**src/hw/rtl/vtq_pkg.sv**
```systemverilog
// ----------------------------------------------------------------------------
// vtq_pkg: shared types and constants for the vocabulary tree quantiser
// widths of the fixed fields, register codes and control bundles
// ----------------------------------------------------------------------------
`default_nettype none

package vtq_pkg;

  localparam int DEF_MAX_DIM    = 128;
  localparam int DEF_MAX_BRANCH = 8;
  localparam int DEF_MAX_LEVELS = 4;
  localparam int DEF_VALUE_BITS = 16;

  localparam int ADDR_W = 20;
  localparam int LEAF_W = 12;
  localparam int RANK_W = 3;
  localparam int DIST_W = 39;
  localparam int CNT_W  = 8;
  localparam int CFG_W  = 8;
  localparam int CIDX_W = 3;

  localparam logic [DIST_W-1:0] DIST_MAX = {DIST_W{1'b1}};

  localparam logic [3:0] RST_BRANCHING = 4'd8;
  localparam logic [2:0] RST_LEVELS    = 3'd4;
  localparam logic [7:0] RST_DIM       = 8'd128;
  localparam logic [3:0] RST_MULTI     = 4'd1;

  typedef enum logic [CIDX_W-1:0] {
    CFG_BRANCHING = 3'd0,
    CFG_LEVELS    = 3'd1,
    CFG_DIM       = 3'd2,
    CFG_MULTI     = 3'd3
  } cfg_idx_e;

  typedef struct packed {
    logic issue;
    logic last;
    logic clear;
  } mac_ctl_t;

  typedef struct packed {
    logic insert;
    logic pop;
    logic clear;
  } cell_op_t;

  // nodes of a full tree with the given fan-out and depth
  function automatic int node_count(input int branch, input int lvls);
    int total;
    int p;
    total = 1;
    p     = 1;
    for (int i = 0; i < lvls; i++) begin
      p     = p * branch;
      total = total + p;
    end
    return total;
  endfunction

  function automatic int clog2_min1(input int v);
    int r;
    r = $clog2(v);
    return (r < 1) ? 1 : r;
  endfunction

endpackage

`default_nettype wire

```
**src/hw/rtl/vtq_cell.sv**
```systemverilog
// ----------------------------------------------------------------------------
// vtq_cell: one slot of the sorting chain
// keeps one (distance, child) pair; inserts shift right, pops shift left
// ----------------------------------------------------------------------------
`default_nettype none

module vtq_cell #(
  parameter int IDX_W = 3
) (
  input  wire logic                          clk_i,
  input  wire logic                          rst_ni,
  input  wire vtq_pkg::cell_op_t             op_i,
  input  wire logic [vtq_pkg::DIST_W-1:0]    new_dist_i,
  input  wire logic [IDX_W-1:0]              new_idx_i,
  input  wire logic                          prv_valid_i,
  input  wire logic [vtq_pkg::DIST_W-1:0]    prv_dist_i,
  input  wire logic [IDX_W-1:0]              prv_idx_i,
  input  wire logic                          prv_gt_i,
  input  wire logic                          nxt_valid_i,
  input  wire logic [vtq_pkg::DIST_W-1:0]    nxt_dist_i,
  input  wire logic [IDX_W-1:0]              nxt_idx_i,
  output logic                               valid_o,
  output logic [vtq_pkg::DIST_W-1:0]         dist_o,
  output logic [IDX_W-1:0]                   idx_o,
  output logic                               gt_o
);

  logic                       valid_q, valid_d;
  logic [vtq_pkg::DIST_W-1:0] dist_q, dist_d;
  logic [IDX_W-1:0]           idx_q, idx_d;

  // strict compare keeps equal distances in arrival order
  assign gt_o = !valid_q || (dist_q > new_dist_i);

  always_comb begin
    valid_d = valid_q;
    dist_d  = dist_q;
    idx_d   = idx_q;
    priority if (op_i.clear) begin
      valid_d = 1'b0;
    end else if (op_i.insert && gt_o) begin
      if (prv_gt_i) begin
        valid_d = prv_valid_i;
        dist_d  = prv_dist_i;
        idx_d   = prv_idx_i;
      end else begin
        valid_d = 1'b1;
        dist_d  = new_dist_i;
        idx_d   = new_idx_i;
      end
    end else if (op_i.pop) begin
      valid_d = nxt_valid_i;
      dist_d  = nxt_dist_i;
      idx_d   = nxt_idx_i;
    end
  end

  always_ff @(posedge clk_i or negedge rst_ni) begin
    if (!rst_ni) begin
      valid_q <= 1'b0;
    end else begin
      valid_q <= valid_d;
    end
  end

  always_ff @(posedge clk_i) begin
    dist_q <= dist_d;
    idx_q  <= idx_d;
  end

  assign valid_o = valid_q;
  assign dist_o  = dist_q;
  assign idx_o   = idx_q;

endmodule

`default_nettype wire

```
**config.mk**
```make
export PLATFORM = sky130hd
export DESIGN_NAME = vtq_cell
export DESIGN_NICKNAME = d
export VERILOG_FILES = /design/src/hw/rtl/vtq_pkg.sv /design/src/hw/rtl/vtq_cell.sv
export SDC_FILE = /design/constraint.sdc
export NUM_CORES = 1
export LEC_CHECK = 0
export BUFFER_PORTS_ARGS = -buffer_cell sky130_fd_sc_hd__buf_4
export CORE_AREA = 10 10 72 135
export CTS_CLUSTER_SIZE = 14
export DETAILED_ROUTE_END_ITERATION = 12
export DIE_AREA = 0 0 82 145
export HOLD_SLACK_MARGIN = 0.08
export PLACE_DENSITY = 0.75
export REMOVE_ABC_BUFFERS = 1
export SLEW_MARGIN = 5
export SYNTH_ARGS = -nofsm -noshare
export SYNTH_HDL_FRONTEND = slang
export SYNTH_SLANG_ARGS = --single-unit
export TNS_END_PERCENT = 10
```
**constraint.sdc**
```tcl
create_clock -name clk_i -period 9.07 [get_ports clk_i]
set_input_delay 0 -clock clk_i [delete_from_list [all_inputs] [get_ports clk_i]]
set_output_delay 0 -clock clk_i [all_outputs]
set_load 0.01 [all_outputs]
```
[Yosys cells after proc, flatten, opt, wreduce, memory -nomap -nowiden]
Cells that the tools add are included.
Operators by class
  order comparisons: 1
  multiplexer cells: 10
  bitwise logic cells: 1
  reduce and logical (&&, ||, !) cells: 6
Operator list (count)
  39-bit two-way mux: 3
  39-bit > comparator: 1
  3-bit two-way mux: 3
  1-bit two-way mux: 4
  3-bit nonzero test: 1
  2-bit AND reduction: 1
  2-bit nonzero test: 1
  1-bit logical AND: 1
  1-bit logical NOT: 1
  1-bit logical OR: 1
  1-bit NOT: 1
Word-level totals
  register bits after elaboration: 43
  input bits: 134
  word-level logic and storage cells: 21

[Depth between registers and ports, before layout]
  depth in word-level cells: 5
  mapped depth: 9

[Worst setup path after synthesis]
No wires, ideal clock.
  path kind: reg-to-reg
  from: reg dist_q, in the netlist dist_o[38]
  to: reg dist_q, in the netlist dist_o[0], enable pin
  setup time: 456 ps
  arrival time: 4100 ps
  required time: 8614 ps
  path slack: 4515 ps
  cell stages (with the launch flop): 9
  buffers on the path: 1
  clock period less this slack: 4555 ps
  cells stage by stage: edfxtp_1 -> ha_1 -> nand4_2 -> nor4_1 -> o2111ai_1 -> a311oi_2 -> nor3_4 -> buf_6 -> a21oi_1
On the way
  cells in the longest elaborated chain, start to end: 5
RTL lines
  start, declared: RTL line vtq_cell.sv:29  | logic [vtq_pkg::DIST_W-1:0] dist_q, dist_d;
  start signal, assigned: RTL line vtq_cell.sv:67  | dist_q <= dist_d;
  39-bit > comparator: RTL line vtq_cell.sv:33  | assign gt_o = !valid_q || (dist_q > new_dist_i);
  1-bit logical OR: RTL line vtq_cell.sv:33
  1-bit logical AND: RTL line vtq_cell.sv:41  | end else if (op_i.insert && gt_o) begin
  2-bit nonzero test (no line)
  2-bit AND reduction (no line)
No other way between the ends.
A chain may end at the register's enable or synchronous reset.

[Worst setup path in the final report]
  from: reg dist_q, in the netlist dist_o[34]
  to: reg dist_q, in the netlist dist_o[4], data pin
On the way
  cells in the longest elaborated chain, start to end: 4
RTL lines (RTL line)
  39-bit > comparator: vtq_cell.sv:33
  1-bit logical OR: vtq_cell.sv:33
  1-bit logical AND: vtq_cell.sv:41
  39-bit two-way mux: vtq_cell.sv:41
No other way between the ends.

==> metrics.txt <==
largest net degree at the start of global routing=82; dominant synthesized flop cell=edfxtp_1; share of cells above drive strength 1=41.9%; sum of buffers and inverters on the critical path=1; Hold Path Class=primary input to flip-flop; Data arrival, critical path=3790 ps; Layout Skew=4.88 ps; DR iter-0 viols=175; status=complete, no violations; crit path kind=flip-flop to flip-flop; die footprint=0.0119 mm^2; critical path's slowest cell=nor3_4; Commonest cells post-synth=nand2_1 (50), o21ai_0 (46), mux2_2 (43), edfxtp_1 (42), inv_1 (42); crit path capture type=flip-flop; CP delay by family, top=simple AND/OR/NAND/NOR gates; clock slew at reported path FFs=60 ps; Async S/R FF share, synth=2.33%; Least-Margin Pin Slew=1080 ps; Ys Warns=0; most frequent cell after synthesis=nand2_1; vias in the first global route=3691; ant diodes=0; Post-synth EDFFs=42; Gates resized, CTS repair=0; Cell Chain, Critical Path=ha_1 > nand4_1 > nor4_2 > and4_1 > a311oi_2 > nor3_4 > buf_4 > mux2_2; clock sink count=43; slew margin rel.=28.0%; routability cong.=0.850; RSZ-0062 raised after global routing=no; die height=145 um; Post-Syn Area=0.00332 mm^2; Max Transition Viols Final=0; setup TNS=0 ps; via/cell ratio=5.06; drt wl/cell=17.7 um; Pleak=2.50 nW; final setup vio count=0; Startpoint Class=flip-flop; htree depth=2; Port Buf Inserts=177; period utilization=41.5%; cells on worst reg2reg path=8; initial antenna violation count=0; CTS Hold Bufs=44; post-DP HPWL=9100 um; GRT Overall Usage=18.8%; Pwr Total=675 uW; Synth top area share=38.0%; post-synthesis register bit count=43; Hold Fails Final Rpt=0; CP Depth=8; syn avg cell area=9.83 um^2; root buf cell=clkbuf_16; number of remaining DRC errors=0; post-synthesis sequential area ratio=38.7%; clock buffer depth=2; area leader, netlist=edfxtp_1; total number of vias=3289; Ports=178; die width=82 um; Max IR drop VDD=0.101 mV; core area=0.00754 mm^2; slowest stage delay, CP=890 ps; first-pass GRT wire length=17700 um; Max Cap Viol=0; Clk Latency, worst-skew pair=280 ps; hold depth=4; area of the multi-input gates=0.00181 mm^2; final core occ=70.2%; hold slack=104 ps; total routed wirelength=11500 um; min Tclk post-route=3760 ps; distinct cell type count after synthesis=31; pwr/cell area=127 mW/mm^2; largest cells by area after synthesis=edfxtp_1 (38%), ha_1 (15%), mux2_2 (15%); CP max FO=23; Routed Antenna Nets=0; Setup Fix Bufs, Post-CTS=0; Starting Density=44.0%; DRT Pass-1 Iters=4; Seq. cell area=0.00129 mm^2; CTS tree=done; Crit path required time=9100 ps; Fill cells=590; nets=728; Post-Syn Instances=338; clock buffer count from CTS=5; Max Clk Rate=266 MHz; area grow syn2layout=59.4%; worst reg2reg setup slack=5310 ps; total global routing overflow=0; # rows=45
==> stage by stage <==
| stage | setup WS [ps] | std cells | instance area [um^2] |
|---|---|---|---|
| 6_report | 5310 | 650 | 5290 |
| 3_3_place_gp | 5440 | 598 | 4720 |
| 2_1_floorplan | 4490 | 325 | 3240 |
| 4_1_cts | 5290 | 650 | 5290 |
| 5_1_grt | 5060 | 650 | 5290 |
| 3_5_place_dp | 5290 | 598 | 4720 |
==> sequential cells by signal (all words and copies together) (netlist names) <==
| name | flops |
|---|---|
| idx_o | 3 |
| valid_o | 1 |
| dist_o | 39 |
==> metal layers <==
layer,up-vias,global-route usage (%),part of all wire (%)
li1,1650,-,-
met1,1488,16.8,33
met2,116,35.6,56
met3,35,4.82,6.3
met4,0,9.67,4.8
met5,-,0,0
==> worst register-to-register path: stages, from the launching register on <==
cell	delay [ps]
edfxtp_1	410
ha_1	330
nand4_1	220
nor4_2	400
and4_1	320
a311oi_2	80
nor3_4	890
buf_4	460
mux2_2	400
==> placed cells by master (no fill, tap or decap), drive strengths merged <==
cell	n
nor2	7
nand2	50
inv	42
clkbuf	7
edfxtp	42
ha	39
a311oi	2
dlygate4sd3	44
mux2	47
a221oi	1
nand2b	2
nor3	3
a21oi	20
nand3	4
nand4	9
mux2i	1
o2111ai	1
o21ai	46
and4	1
o211ai	1
o21a	1
a2bb2oi	1
clkinv	1
buf	179
a211oi	1
nor4	3
dfrtp	1
==> power by group <==
group          switching (mW)  internal, mW  leakage (nW)
combinational           0.106         0.134          2.02
clock                  0.0721         0.102        0.0679
sequential             0.0124         0.249         0.417
total                   0.191         0.484          2.50
==> cell type report <==
type                    instances  area share (%)
multi-input cells             240            34.2
repair buffers                223            33.7
flip-flops and latches         43            24.3
inverters                      42            2.98
clock buffers                   7            2.51
well taps                      94            2.22
clock inverters                 1          0.0945
==> logic make-up after synthesis <==
group | count (synthesis) | share of synthesized area (%)
compound gates | 74 | 12.1
simple gates | 79 | 11.1
mux | 48 | 16.2
buf+inv | 55 | 7.12
flops | 43 | 38.7
fa+ha+maj | 39 | 14.7
==> worst paths after layout <==
kind / endpoint / start
min in group asynchronous: valid_o / rst_ni
max in group asynchronous: valid_o / rst_ni
setup / recovery: dist_o[4] / dist_o[34]
hold reg to reg: valid_o / valid_o
hold / removal: valid_o / nxt_valid_i
setup reg to reg: dist_o[4] / dist_o[34]
Note: power is estimated with default switching activity, not from simulation.
